### config.mk
export PLATFORM = sky130hd
export DESIGN_NAME = led_fire_effect_frame
export DESIGN_NICKNAME = d
export VERILOG_FILES = /design/src/design/lfef_pkg.sv /design/src/design/led_fire_effect_frame.sv
export VERILOG_INCLUDE_DIRS = /design/src /design/src/design
export SDC_FILE = /design/constraint.sdc
export NUM_CORES = 2
export LEC_CHECK = 0
export CORE_MARGIN = 4
export CORE_UTILIZATION = 30
export CTS_BUF_LIST = sky130_fd_sc_hd__clkbuf_8
export CTS_CLUSTER_SIZE = 16
export DETAILED_ROUTE_END_ITERATION = 8
export DONT_BUFFER_PORTS = 1
export MAX_ROUTING_LAYER = met4
export PLACE_DENSITY = 0.43
export SETUP_SLACK_MARGIN = 0.5
export SYNTH_ARGS = -nofsm -noshare
export SYNTH_HDL_FRONTEND = slang
export SYNTH_SLANG_ARGS = --single-unit
### constraint.sdc
create_clock -name clk -period 16.76 [get_ports clk]
set_input_delay 1.676 -clock clk [delete_from_list [all_inputs] [get_ports clk]]
set_output_delay 1.676 -clock clk [all_outputs]
set_load 0.05 [all_outputs]
### src/design/led_fire_effect_frame_defines.svh
// Assertion macros for the LED fire effect frame generator.
// Included by the top level; needs a clk and an active-low rst_n in scope.
`ifndef LED_FIRE_EFFECT_FRAME_DEFINES_SVH
`define LED_FIRE_EFFECT_FRAME_DEFINES_SVH

`ifndef ASSERT_OFF
// Same-cycle implication, sampled on the rising clock edge outside reset.
`define LFEF_ASSERT_IMPL(lbl, ante, cons, msg) \
  lbl: assert property (@(posedge clk) disable iff (!rst_n) (ante) |-> (cons)) \
    else $error(msg);
// Next-cycle implication, sampled on the rising clock edge outside reset.
`define LFEF_ASSERT_NEXT(lbl, ante, cons, msg) \
  lbl: assert property (@(posedge clk) disable iff (!rst_n) (ante) |=> (cons)) \
    else $error(msg);
`else
`define LFEF_ASSERT_IMPL(lbl, ante, cons, msg)
`define LFEF_ASSERT_NEXT(lbl, ante, cons, msg)
`endif

`endif

### src/design/lfef_pkg.sv
// Package for the LED fire effect frame generator: sizes, register codes,
// sequencer states, the LFSR step function and the heat scaling table. No dependencies.
`timescale 1ns / 1ps
`default_nettype none

package lfef_pkg;

  localparam int MAX_LEDS = 64;
  localparam int MIN_LEDS = 8;
  localparam int ADDR_W   = $clog2(MAX_LEDS);
  localparam int CNT_W    = $clog2(MAX_LEDS + 1);

  localparam logic [15:0] SEED_DEFAULT = 16'd44257;
  localparam logic [15:0] LFSR_TAPS    = 16'hB400;

  // Register indexes on the configuration port.
  localparam logic [1:0] REG_COOLING = 2'd0;
  localparam logic [1:0] REG_SPARK   = 2'd1;
  localparam logic [1:0] REG_NUMLEDS = 2'd2;
  localparam logic [1:0] REG_SEED    = 2'd3;

  localparam logic [7:0] COOLING_RST = 8'd20;
  localparam logic [7:0] SPARK_RST   = 8'd20;
  localparam logic [6:0] NUMLEDS_RST = 7'd60;

  localparam int DIV_STEPS = 12;

  typedef enum logic [3:0] {
    ST_IDLE,
    ST_DIV,
    ST_COOL_RD,
    ST_COOL_WR,
    ST_DRIFT_RA,
    ST_DRIFT_RB,
    ST_DRIFT_WR,
    ST_SPARK_CHK,
    ST_SPARK_SEL,
    ST_SPARK_WR,
    ST_OUT_RD,
    ST_OUT_LD
  } fsm_state_t;

  function automatic logic [15:0] lfsr_step(input logic [15:0] v);
    logic [15:0] s;
    s = {1'b0, v[15:1]};
    if (v[0]) begin
      s = s ^ LFSR_TAPS;
    end
    return s;
  endfunction

  // Heat 0..255 scaled to 0..191, rounded half up.
  localparam int HeatScaleMul = 382;
  localparam int HeatScaleAdd = 255;
  localparam int HeatScaleDiv = 510;

  typedef logic [7:0] heat_lut_t [256];

  function automatic heat_lut_t build_heat_lut();
    heat_lut_t lut;
    for (int k = 0; k < 256; k++) begin
      lut[k] = 8'((k * HeatScaleMul + HeatScaleAdd) / HeatScaleDiv);
    end
    return lut;
  endfunction

  localparam heat_lut_t HEAT_LUT = build_heat_lut();

endpackage

`default_nettype wire

### src/design/led_fire_effect_frame.sv
// A frame request is taken only in the idle state. A frame runs a 12-step divider, then one
// pass per phase over the heat memory for the n cells in use (n = 8..64), a spark phase when
// a spark fires, and the output pass; sink stalls lengthen the frame.
// One frame at a time; pixels leave one by one and hold in the output register until taken.
// Reset (synchronous, active low): heat cells read as zero through per-cell valid bits,
// registers return to cooling 20, spark 20, 60 cells, seed 44257; no clearing pass.
`timescale 1ns / 1ps
`default_nettype none

`include "led_fire_effect_frame_defines.svh"

module led_fire_effect_frame (
  input  wire logic                        clk,
  input  wire logic                        rst_n,
  // Frame request channel.
  input  wire logic                        in_valid,
  output logic                             in_ready,
  input  wire logic                        in_frame_request,
  // Pixel channel.
  output logic                             out_valid,
  input  wire logic                        out_ready,
  output logic [lfef_pkg::ADDR_W-1:0]      out_pixel_index,
  output logic [7:0]                       out_red,
  output logic [7:0]                       out_green,
  output logic [7:0]                       out_blue,
  output logic                             out_last_pixel,
  // APB-style configuration port.
  input  wire logic                        psel,
  input  wire logic                        penable,
  input  wire logic                        pwrite,
  input  wire logic [3:0]                  paddr,
  input  wire logic [31:0]                 pwdata,
  output logic [31:0]                      prdata,
  output logic                             pready
);
  import lfef_pkg::*;

  // ---------------------------------------------------------------------------
  // Configuration registers. Writes must arrive only while the block is idle; the block
  // does not enforce this. The sequencer reads these directly without a copy at frame start.
  // ---------------------------------------------------------------------------
  logic [7:0]  cooling_r;
  logic [7:0]  spark_r;
  logic [6:0]  num_leds_r;
  logic [15:0] seed_r;
  logic        cfg_wr;
  logic [1:0]  cfg_idx;

  assign pready  = 1'b1;
  assign cfg_idx = paddr[3:2];
  assign cfg_wr  = psel && penable && pwrite && pready;

  always_comb begin
    case (cfg_idx)
      REG_COOLING: prdata = {24'd0, cooling_r};
      REG_SPARK:   prdata = {24'd0, spark_r};
      REG_NUMLEDS: prdata = {25'd0, num_leds_r};
      REG_SEED:    prdata = {16'd0, seed_r};
      default:     prdata = 32'd0;
    endcase
  end

  // The strip length is clamped to the supported range before any use.
  logic [CNT_W-1:0]  n_eff;
  logic [ADDR_W-1:0] last_idx;

  always_comb begin
    if (num_leds_r < 7'(MIN_LEDS)) begin
      n_eff = CNT_W'(MIN_LEDS);
    end else if (num_leds_r > 7'(MAX_LEDS)) begin
      n_eff = CNT_W'(MAX_LEDS);
    end else begin
      n_eff = CNT_W'(num_leds_r);
    end
  end

  assign last_idx = ADDR_W'(n_eff - CNT_W'(1));

  // ---------------------------------------------------------------------------
  // Heat memory: one write port and one registered read port. A valid bit per
  // cell makes a never-written cell read as zero, which stands in for the
  // all-zero reset of the store.
  // ---------------------------------------------------------------------------
  logic [7:0]          heat_mem [MAX_LEDS];
  logic [MAX_LEDS-1:0] heat_vld_r;
  logic [7:0]          rd_data_r;
  logic                rd_vld_r;
  logic [ADDR_W-1:0]   mem_raddr;
  logic                mem_we;
  logic [ADDR_W-1:0]   mem_waddr;
  logic [7:0]          mem_wdata;
  logic [7:0]          heat_rd;

  always_ff @(posedge clk) begin
    if (mem_we) begin
      heat_mem[mem_waddr] <= mem_wdata;
    end
    rd_data_r <= heat_mem[mem_raddr];
    rd_vld_r  <= heat_vld_r[mem_raddr];
  end

  always_ff @(posedge clk) begin
    if (!rst_n) begin
      heat_vld_r <= '0;
    end else if (mem_we) begin
      heat_vld_r[mem_waddr] <= 1'b1;
    end
  end

  assign heat_rd = rd_vld_r ? rd_data_r : 8'd0;

  // ---------------------------------------------------------------------------
  // Sequencer state and working registers.
  // ---------------------------------------------------------------------------
  fsm_state_t        state_r, state_nxt;
  logic [15:0]       lfsr_r, lfsr_nxt;
  logic [ADDR_W-1:0] idx_r, idx_nxt;
  logic [3:0]        div_cnt_r, div_cnt_nxt;
  logic [6:0]        rem_r, rem_nxt;
  logic [11:0]       quo_r, quo_nxt;
  logic [8:0]        limit_r, limit_nxt;
  logic [7:0]        a_r, a_nxt;
  logic [2:0]        spark_idx_r, spark_idx_nxt;

  logic              out_valid_r, out_valid_nxt;
  logic [ADDR_W-1:0] out_pixel_index_r;
  logic [7:0]        out_red_r, out_green_r, out_blue_r;
  logic              out_last_pixel_r;
  logic              out_load;
  logic [7:0]        red_nxt, green_nxt, blue_nxt;
  logic              last_nxt;

  // One shared draw unit: the stepped LFSR value times the draw range, upper
  // bits taken. Each state that draws steps the LFSR exactly once.
  logic        draw_en;
  logic [8:0]  draw_range;
  logic [15:0] draw_r;
  logic [24:0] draw_prod;
  logic [8:0]  draw_val;

  assign draw_r    = lfsr_step(lfsr_r);
  assign draw_prod = {9'd0, draw_r} * {16'd0, draw_range};
  assign draw_val  = draw_prod[24:16];

  // Divider step for the cooling limit, cooling*10/n, one quotient bit per cycle.
  logic [11:0] dividend;
  logic [7:0]  rem_sh;
  logic        div_ge;

  assign dividend = ({4'd0, cooling_r} << 3) + ({4'd0, cooling_r} << 1);
  assign rem_sh   = {rem_r, quo_r[11]};
  assign div_ge   = (rem_sh >= {1'b0, n_eff});

  // Cooling: subtract the draw and floor at zero.
  logic [7:0] cooled;
  assign cooled = ({1'b0, heat_rd} < draw_val) ? 8'd0 : (heat_rd - draw_val[7:0]);

  // Drift: (below + 2*two_below) / 3, the divide done as a multiply by
  // 683/2048, which is exact for sums below 1024.
  logic [9:0]  drift_sum;
  logic [19:0] drift_prod;
  logic [7:0]  drift_val;

  assign drift_sum  = {2'd0, a_r} + {1'b0, heat_rd, 1'b0};
  assign drift_prod = {10'd0, drift_sum} * 20'd683;
  assign drift_val  = drift_prod[18:11];

  // Spark: 160 plus a draw over 95 values, added with saturation.
  logic [7:0] spark_add;
  logic [8:0] spark_sum;
  logic [7:0] spark_val;

  assign spark_add = 8'd160 + draw_val[7:0];
  assign spark_sum = {1'b0, heat_rd} + {1'b0, spark_add};
  assign spark_val = spark_sum[8] ? 8'hFF : spark_sum[7:0];

  // Color ramp: scale heat to 0..191 by table, then pick the segment.
  logic [7:0] heat_t;
  logic [7:0] ramp;

  assign heat_t = HEAT_LUT[heat_rd];
  assign ramp   = {heat_t[5:0], 2'b00};

  always_comb begin
    if (heat_t > 8'h80) begin
      red_nxt = 8'hFF; green_nxt = 8'hFF; blue_nxt = ramp;
    end else if (heat_t > 8'h40) begin
      red_nxt = 8'hFF; green_nxt = ramp;  blue_nxt = 8'd0;
    end else begin
      red_nxt = ramp;  green_nxt = 8'd0;  blue_nxt = 8'd0;
    end
  end

  assign last_nxt = (idx_r == last_idx);

  // ---------------------------------------------------------------------------
  // Next state and datapath control. A frame runs: divide, cooling pass
  // (read, write per cell), drift pass from the top down (read two cells
  // below, write), optional spark (three draws), and the output pass.
  // ---------------------------------------------------------------------------
  always_comb begin
    state_nxt     = state_r;
    idx_nxt       = idx_r;
    div_cnt_nxt   = div_cnt_r;
    rem_nxt       = rem_r;
    quo_nxt       = quo_r;
    limit_nxt     = limit_r;
    a_nxt         = a_r;
    spark_idx_nxt = spark_idx_r;
    in_ready      = 1'b0;
    mem_raddr     = idx_r;
    mem_we        = 1'b0;
    mem_waddr     = idx_r;
    mem_wdata     = cooled;
    draw_en       = 1'b0;
    draw_range    = limit_r;
    out_load      = 1'b0;

    case (state_r)
      ST_IDLE: begin
        in_ready = 1'b1;
        if (in_valid && in_frame_request) begin
          quo_nxt     = dividend;
          rem_nxt     = 7'd0;
          div_cnt_nxt = 4'd0;
          state_nxt   = ST_DIV;
        end
      end
      ST_DIV: begin
        rem_nxt     = div_ge ? 7'(rem_sh - {1'b0, n_eff}) : rem_sh[6:0];
        quo_nxt     = {quo_r[10:0], div_ge};
        div_cnt_nxt = div_cnt_r + 4'd1;
        if (div_cnt_r == 4'(DIV_STEPS - 1)) begin
          limit_nxt = quo_nxt[8:0] + 9'd2;
          idx_nxt   = '0;
          state_nxt = ST_COOL_RD;
        end
      end
      ST_COOL_RD: begin
        state_nxt = ST_COOL_WR;
      end
      ST_COOL_WR: begin
        draw_en    = 1'b1;
        draw_range = limit_r;
        mem_we     = 1'b1;
        mem_wdata  = cooled;
        if (idx_r == last_idx) begin
          state_nxt = ST_DRIFT_RA;
        end else begin
          idx_nxt   = idx_r + ADDR_W'(1);
          state_nxt = ST_COOL_RD;
        end
      end
      ST_DRIFT_RA: begin
        mem_raddr = idx_r - ADDR_W'(1);
        state_nxt = ST_DRIFT_RB;
      end
      ST_DRIFT_RB: begin
        mem_raddr = idx_r - ADDR_W'(2);
        a_nxt     = heat_rd;
        state_nxt = ST_DRIFT_WR;
      end
      ST_DRIFT_WR: begin
        mem_we    = 1'b1;
        mem_wdata = drift_val;
        if (idx_r == ADDR_W'(2)) begin
          state_nxt = ST_SPARK_CHK;
        end else begin
          idx_nxt   = idx_r - ADDR_W'(1);
          state_nxt = ST_DRIFT_RA;
        end
      end
      ST_SPARK_CHK: begin
        draw_en    = 1'b1;
        draw_range = 9'd255;
        if (draw_val < {1'b0, spark_r}) begin
          state_nxt = ST_SPARK_SEL;
        end else begin
          idx_nxt   = '0;
          state_nxt = ST_OUT_RD;
        end
      end
      ST_SPARK_SEL: begin
        draw_en       = 1'b1;
        draw_range    = 9'd7;
        spark_idx_nxt = draw_val[2:0];
        mem_raddr     = ADDR_W'(draw_val[2:0]);
        state_nxt     = ST_SPARK_WR;
      end
      ST_SPARK_WR: begin
        draw_en    = 1'b1;
        draw_range = 9'd95;
        mem_we     = 1'b1;
        mem_waddr  = ADDR_W'(spark_idx_r);
        mem_wdata  = spark_val;
        idx_nxt    = '0;
        state_nxt  = ST_OUT_RD;
      end
      ST_OUT_RD: begin
        state_nxt = ST_OUT_LD;
      end
      ST_OUT_LD: begin
        // The read address stays on this cell, so the read data holds while
        // the output register is still occupied.
        if (!out_valid_r || out_ready) begin
          out_load = 1'b1;
          if (last_nxt) begin
            state_nxt = ST_IDLE;
          end else begin
            idx_nxt   = idx_r + ADDR_W'(1);
            state_nxt = ST_OUT_RD;
          end
        end
      end
      default: begin
        state_nxt = ST_IDLE;
      end
    endcase
  end

  always_comb begin
    if (cfg_wr && (cfg_idx == REG_SEED)) begin
      lfsr_nxt = (pwdata[15:0] == 16'd0) ? SEED_DEFAULT : pwdata[15:0];
    end else if (draw_en) begin
      lfsr_nxt = draw_r;
    end else begin
      lfsr_nxt = lfsr_r;
    end
  end

  always_comb begin
    if (out_load) begin
      out_valid_nxt = 1'b1;
    end else if (out_ready) begin
      out_valid_nxt = 1'b0;
    end else begin
      out_valid_nxt = out_valid_r;
    end
  end

  // ---------------------------------------------------------------------------
  // Control registers.
  // ---------------------------------------------------------------------------
  always_ff @(posedge clk) begin
    if (!rst_n) begin
      state_r     <= ST_IDLE;
      lfsr_r      <= SEED_DEFAULT;
      out_valid_r <= 1'b0;
      cooling_r   <= COOLING_RST;
      spark_r     <= SPARK_RST;
      num_leds_r  <= NUMLEDS_RST;
      seed_r      <= SEED_DEFAULT;
    end else begin
      state_r     <= state_nxt;
      lfsr_r      <= lfsr_nxt;
      out_valid_r <= out_valid_nxt;
      if (cfg_wr) begin
        case (cfg_idx)
          REG_COOLING: cooling_r  <= pwdata[7:0];
          REG_SPARK:   spark_r    <= pwdata[7:0];
          REG_NUMLEDS: num_leds_r <= pwdata[6:0];
          REG_SEED:    seed_r     <= pwdata[15:0];
          default: begin
          end
        endcase
      end
    end
  end

  // Working and payload registers need no reset.
  always_ff @(posedge clk) begin
    idx_r       <= idx_nxt;
    div_cnt_r   <= div_cnt_nxt;
    rem_r       <= rem_nxt;
    quo_r       <= quo_nxt;
    limit_r     <= limit_nxt;
    a_r         <= a_nxt;
    spark_idx_r <= spark_idx_nxt;
    if (out_load) begin
      out_pixel_index_r <= idx_r;
      out_red_r         <= red_nxt;
      out_green_r       <= green_nxt;
      out_blue_r        <= blue_nxt;
      out_last_pixel_r  <= last_nxt;
    end
  end

  assign out_valid       = out_valid_r;
  assign out_pixel_index = out_pixel_index_r;
  assign out_red         = out_red_r;
  assign out_green       = out_green_r;
  assign out_blue        = out_blue_r;
  assign out_last_pixel  = out_last_pixel_r;

  // ---------------------------------------------------------------------------
  // Assertions.
  // ---------------------------------------------------------------------------
  `LFEF_ASSERT_IMPL(a_lfsr_nonzero, 1'b1, lfsr_r != 16'd0, "LFSR reached the locked zero state")
  `LFEF_ASSERT_IMPL(a_spark_range, state_r == ST_SPARK_WR, spark_idx_r < 3'd7, "spark cell out of range")
  `LFEF_ASSERT_IMPL(a_pixel_range, out_valid_r, out_pixel_index_r <= last_idx, "pixel index beyond strip")
  `LFEF_ASSERT_NEXT(a_frame_end, out_load && last_nxt, state_r == ST_IDLE, "sequencer missed frame end")

endmodule

`default_nettype wire
# Word level (Yosys, flattened, before mapping)
# Memory sizes are Yosys's and may differ from the RTL's. A register that Yosys moved wholly into a read port is not among the register bits.
# Index checks and enable logic that the tools add are counted.
[word_totals]
register_bits = 205
mem_bits_rw = 512
mem_bits_ro = 2048
inputBits = 44
output_inout_bits = 66
elab_cells = 152
memories = 2
[mem_list]
columns = ["memory", "depth", "width", "rd", "rd_clocked_by_memory_dff", "write_ports", "line_no", "text"]
rows = [
  ["(name not given)", 256, 8, 1, 0, 0, "led_fire_effect_frame.sv:181", "assign heat_t = HEAT_LUT[heat_rd];"],
  ["heat_mem", 64, 8, 1, 1, 1, "led_fire_effect_frame.sv:84", "logic [7:0] heat_mem [MAX_LEDS];"],
]
[op_classes]
n_addsub = 12
mul = 2
n_lt_le_gt_ge = 11
eq_ne = 22
n_mux = 52
bitwise_logic = 3
reduce_logical = 25
[ops]
columns = ["op", "n"]
rows = [
  ["one-hot mux 32 bit (4 select lines)", 1],
  ["2-to-1 mux 16 bit", 4],
  ["bitwise OR 64 bit", 1],
  ["2-to-1 mux 8 bit", 6],
  ["one-hot mux 4 bit (12 select lines)", 1],
  ["2-to-1 mux 6 bit", 6],
  ["one-hot mux 6 bit (6 select lines)", 1],
  ["2-to-1 mux 7 bit", 4],
  ["one-hot mux 9 bit (3 select lines)", 1],
  ["multiplier 16 x 9 -> 25 bit", 1],
  ["one-hot mux 12 bit (2 select lines)", 1],
  ["== test 4 bit, second input constant", 5],
  ["2-to-1 mux 4 bit", 5],
  ["multiplier 10 x 10 -> 19 bit, second input constant", 1],
  ["one-hot mux 6 bit (3 select lines)", 1],
  ["== test 4 x 3 -> 1 bit, second input constant", 4],
  ["zero test 16 bit", 1],
  ["one-hot mux 8 bit (2 select lines)", 1],
  ["less-than comparator 6 x 7 -> 1 bit, second input constant", 2],
  ["one-hot mux 7 bit (2 select lines)", 1],
  ["adder 11 x 9 -> 12 bit", 1],
  ["2-to-1 mux 12 bit", 1],
  ["AND reduction 2 bit", 6],
  ["subtractor 6 x 1 -> 6 bit, second input constant", 2],
  ["other kinds (45)", 69],
]

# Depth between registers and ports, before layout
[depth]
ltp_word = 8
mapped_depth = 35
depth_no_buf = 32

# Worst setup path after synthesis
# OpenSTA, ideal clock, no wires.
[synth_path]
path_kind = "register to register"
startpoint = "register state_r[1]"
endpoint = "memory heat_mem[0][0] (data pin)"
setup_ps = 702
t_arrival_ps = 9777
t_required_ps = 16058
setup_slack_ps = 6281
stages_incl_launch_ff = 33
path_buffers = 5
period_less_slack_ps = 10479
path_cell_list = "dfxtp_1 -> clkbuf_1 -> clkbuf_1 -> or2_2 -> clkbuf_1 -> nand2_1 -> nand3_1 -> clkbuf_1 -> and2_1 -> fa_1 -> fa_1 -> fa_1 -> inv_1 -> fa_1 -> inv_1 -> ha_1 -> nand4_1 -> nor4_1 -> a311oi_4 -> nand2_2 -> a31oi_1 -> xnor2_1 -> ha_1 -> o21bai_1 -> a21oi_1 -> o21bai_1 -> a21oi_1 -> o21bai_1 -> maj3_1 -> a21oi_1 -> or2_2 -> clkbuf_1 -> o21ai_0"
[synth_between]
elab_chain_len = 7
elab_cells_between_ends = 13
classes_between = "3 x add/sub; 1 x mul; 1 x order compare; 4 x eq/ne; 4 x mux"
[synth_lines]
columns = ["item", "line_no", "text"]
rows = [
  ["start: declaration", "led_fire_effect_frame.sv:115", "fsm_state_t state_r, state_nxt;"],
  ["start signal: assignment", "led_fire_effect_frame.sv:354", "state_r <= state_nxt;"],
  ["== test 4 bit / == test 4 x 3 -> 1 bit (equally long branches)", "led_fire_effect_frame.sv:219", "case (state_r)"],
  ["one-hot mux 9 bit (3 select lines) (*)", "led_fire_effect_frame.sv:219", ""],
  ["multiplier 16 x 9 -> 25 bit (*)", "led_fire_effect_frame.sv:142", "assign draw_prod = {9'd0, draw_r} * {16'd0, draw_range};"],
  ["named net draw_prod[17]", "led_fire_effect_frame.sv:138", "logic [24:0] draw_prod;"],
  ["adder 8 bit", "led_fire_effect_frame.sv:173", "assign spark_add = 8'd160 + draw_val[7:0];"],
  ["adder 8 x 8 -> 9 bit", "led_fire_effect_frame.sv:174", "assign spark_sum = {1'b0, heat_rd} + {1'b0, spark_add};"],
  ["2-to-1 mux 8 bit", "led_fire_effect_frame.sv:175", "assign spark_val = spark_sum[8] ? 8'hFF : spark_sum[7:0];"],
  ["one-hot mux 8 bit (2 select lines) (*)", "led_fire_effect_frame.sv:219", ""],
  ["named net mem_wdata[0]", "led_fire_effect_frame.sv:91", "logic [7:0] mem_wdata;"],
  ["end: declaration", "led_fire_effect_frame.sv:84", ""],
]
# The timed path passes the listed nets; every way through them passes the cells marked *.

# Worst setup path after layout
[layout_path]
startpoint = "register state_r[3]"
endpoint = "memory heat_mem[5][1] (data pin)"
# Same word-level chain as after synthesis.

==> results.json <==
{
  "outcome": "finished, final reports clean",
  "vias": 23400,
  "hp-class": "flop to flop",
  "antenna_found_initial": 1,
  "post-synth-top-count-cell": "edfxtp_1",
  "fmax_mhz": 93.4,
  "synth_top_area_share_pct": 48.1,
  "async_flop_share_pct": 0,
  "dr.pass1.iters": 5,
  "grt_pass1_wl_um": 152000,
  "syn_area_per_cell_um2": 12.2,
  "fin_nets": 3357,
  "clockBufferDepth": 3,
  "setup_viol": 0,
  "report.final.slew_viol_count": 0,
  "ant_nets": 0,
  "ys_warn_count": 0,
  "synth_edf_count": 588,
  "synth.area.top_cells": "edfxtp_1 48%, dfxtp_1 7.3%, fa_1 6.8%, ha_1 5.1%, nor2_1 4.6%",
  "synthCells": 3012,
  "ys_top_cells_by_count": "588 x edfxtp_1, 446 x nor2_1, 306 x nand2_1, 178 x inv_1, 150 x ha_1",
  "yosysSeqAreaShare_pct": 55.3,
  "cts_buffers": 132,
  "cp-start-kind": "flop",
  "grt_pass1_vias": 24100,
  "multiInputGateArea_um2": 15100,
  "die_h_um": 358,
  "crit_required_ns": 17.21,
  "vdd_drop_max_mv": 0.442,
  "drv_cap": 0,
  "rows": 128,
  "crit_type": "flop to flop",
  "ys_ff_latch": 721,
  "htree_levels": 4,
  "final_layout_size_suffix_gt1_share_pct": 11.1,
  "crit_fanout": 64,
  "drtIter0Drc": 1709,
  "skew_ns": 0.0464,
  "cts_sinks": 721,
  "area_delta_synth_final_pct": 11.6,
  "n_fill_cell": 12100,
  "grt_overflow": 0,
  "synthFlopType": "edfxtp_1",
  "worstSkewPairLatency_ns": 0.81,
  "wl_per_cell_um": 21.0,
  "dieArea_um2": 128000,
  "hold_viol_final": 0,
  "cts-root-buf": "clkbuf_8",
  "routed_wl_um": 100000,
  "dp_hpwl_um": 65700,
  "min_period_ns": 10.71,
  "io_pins": 110,
  "via_per_inst": 4.91,
  "grt.total_usage_pct": 16.2,
  "die_w_um": 358,
  "place.gp.congestion": 0.796,
  "initial_core_util_pct": 30.2,
  "drc": 0,
  "port_buffers": 0,
  "post_cts_resized": 0,
  "tightest_slew_ns": 1.23,
  "cp_slowest_cell": "dfxtp_1",
  "arrival_ns": 11.16,
  "core_um2": 122000,
  "cpMostUsedCell": "fa_1",
  "cts_setup_buffers": 0,
  "grt_max_degree": 90,
  "register_area_um2": 20300,
  "cts_tree": "yes",
  "cellPowerDensity_nw_per_um2": 216,
  "fin_setup_tns_ns": 0,
  "path_clk_slew_ns": 0.06,
  "max_slew_margin_pct": 18.0,
  "slowest_delay_ns": 0.84,
  "syn_area_um2": 36700,
  "synthDistinctLibCells": 77,
  "p_total_mw": 8.87,
  "end_kind": "flop",
  "rsz0062_at_grt": "no",
  "fin_crit_sh_pct": 63.9,
  "leakage_nw": 15.5,
  "yosysTopAreaCell": "edfxtp_1",
  "postCtsHoldBufs": 0
}
## layout make-up
type / count / share of cell area, %
multi-input cells: 1972 / 36.9
repair buffers: 33 / 0.635
diodes: 2 / 0.0122
clock buffers: 147 / 4.94
inverters: 179 / 1.64
clock inverters: 93 / 1.29
well taps: 1625 / 4.96
flip-flops and latches: 721 / 49.6
## flip-flops by register name, indices dropped and copies added (netlist names), 9 cells and up
| signal | cells |
|---|---|
| heat_vld_r | 64 |
| quo_r | 12 |
| seed_r | 16 |
| lfsr_r | 16 |
| heat_mem | 512 |
| limit_r | 9 |
## worst max-delay path, delay by kind of cell (launching register included)
family / cells / cell delay, ns
AND/OR/NAND/NOR: 8 / 3.58
adder cells (fa/ha/maj): 7 / 2.92
XOR/XNOR: 1 / 0.82
buffers and inverters: 3 / 0.77
flip-flops: 1 / 0.84
AO/OA/AOI/OAI: 9 / 1.38
## logic make-up after synthesis
family / after synthesis / share of synthesized area, %
flops: 721 / 55.3
mux: 196 / 7.97
other cells: 2 / 0.0205
compound gates: 350 / 6.19
xor+xnor: 76 / 1.81
fa+ha+maj: 275 / 11.9
simple gates: 1056 / 12.8
buf+inv: 336 / 4.00
## report_power, final
group          internal [mW]  total [mW]  switching (mW)
clock network          0.858        1.62           0.764
logic                   1.70        4.73            3.03
registers               2.47        2.51          0.0477
## cell usage in the layout, fill, tap and decap left out, drive strengths merged, types with 15 or more instances in the layout
| cell | instances |
|---|---|
| nor2b | 17 |
| a21o | 15 |
| buf | 33 |
| nand3 | 67 |
| a21oi | 78 |
| o21ai | 73 |
| edfxtp | 588 |
| xnor2 | 54 |
| dfxtp | 133 |
| xor2 | 22 |
| ha | 150 |
| clkinv | 22 |
| nand4 | 31 |
| nor3 | 24 |
| nand2 | 307 |
| and3 | 31 |
| mux2 | 37 |
| inv | 243 |
| a31oi | 25 |
| nor2 | 446 |
| clkbuf | 147 |
| fa | 124 |
| mux2i | 86 |
| o21bai | 20 |
| mux4 | 73 |
| conb | 19 |
| and2 | 83 |
| o22ai | 49 |
## path summary, 6_finish.rpt
| path | end | slack [ns] | cells after the start | from |
|---|---|---|---|---|
| max | heat_mem[5][1]$_DFFE_PP_ | 6.05 | 28 | state_r[3]$_SDFFE_PN0P_ |
| max reg2reg | heat_mem[5][1]$_DFFE_PP_ | 6.05 | 28 | state_r[3]$_SDFFE_PN0P_ |
| min reg2reg | seed_r[14]$_SDFFE_PN0P_ | 0.46 | 2 | seed_r[14]$_SDFFE_PN0P_ |
| min | seed_r[14]$_SDFFE_PN0P_ | 0.46 | 2 | seed_r[14]$_SDFFE_PN0P_ |
## layer usage
metal	up-vias	track usage, %	share of wire [%]
met5	-	-	0
met4	0	4.66	2.1
met3	145	3.01	4.9
met2	568	25.7	48
met1	11900	21.2	45
li1	10800	-	-
## metrics by stage
| stage | cells | setup slack (ns) | cell area, um2 | hold WS (ns) | util, % |
|---|---|---|---|---|---|
| after floorplan | 3029 | 6.28 | 36800 | 0.432 | - |
| after CTS | 4770 | 5.99 | 41000 | 0.462 | 33.7 |
| final | 4772 | 6.05 | 41000 | 0.459 | 33.7 |
| after global placement | 4530 | 6.22 | 38400 | 0.444 | 31.6 |
| after global routing | 4771 | 5.33 | 41000 | 0.484 | 33.7 |
| after detailed placement | 4530 | 6.07 | 38400 | 0.454 | 31.6 |
No activity file was read; power rests on OpenSTA's default activity.
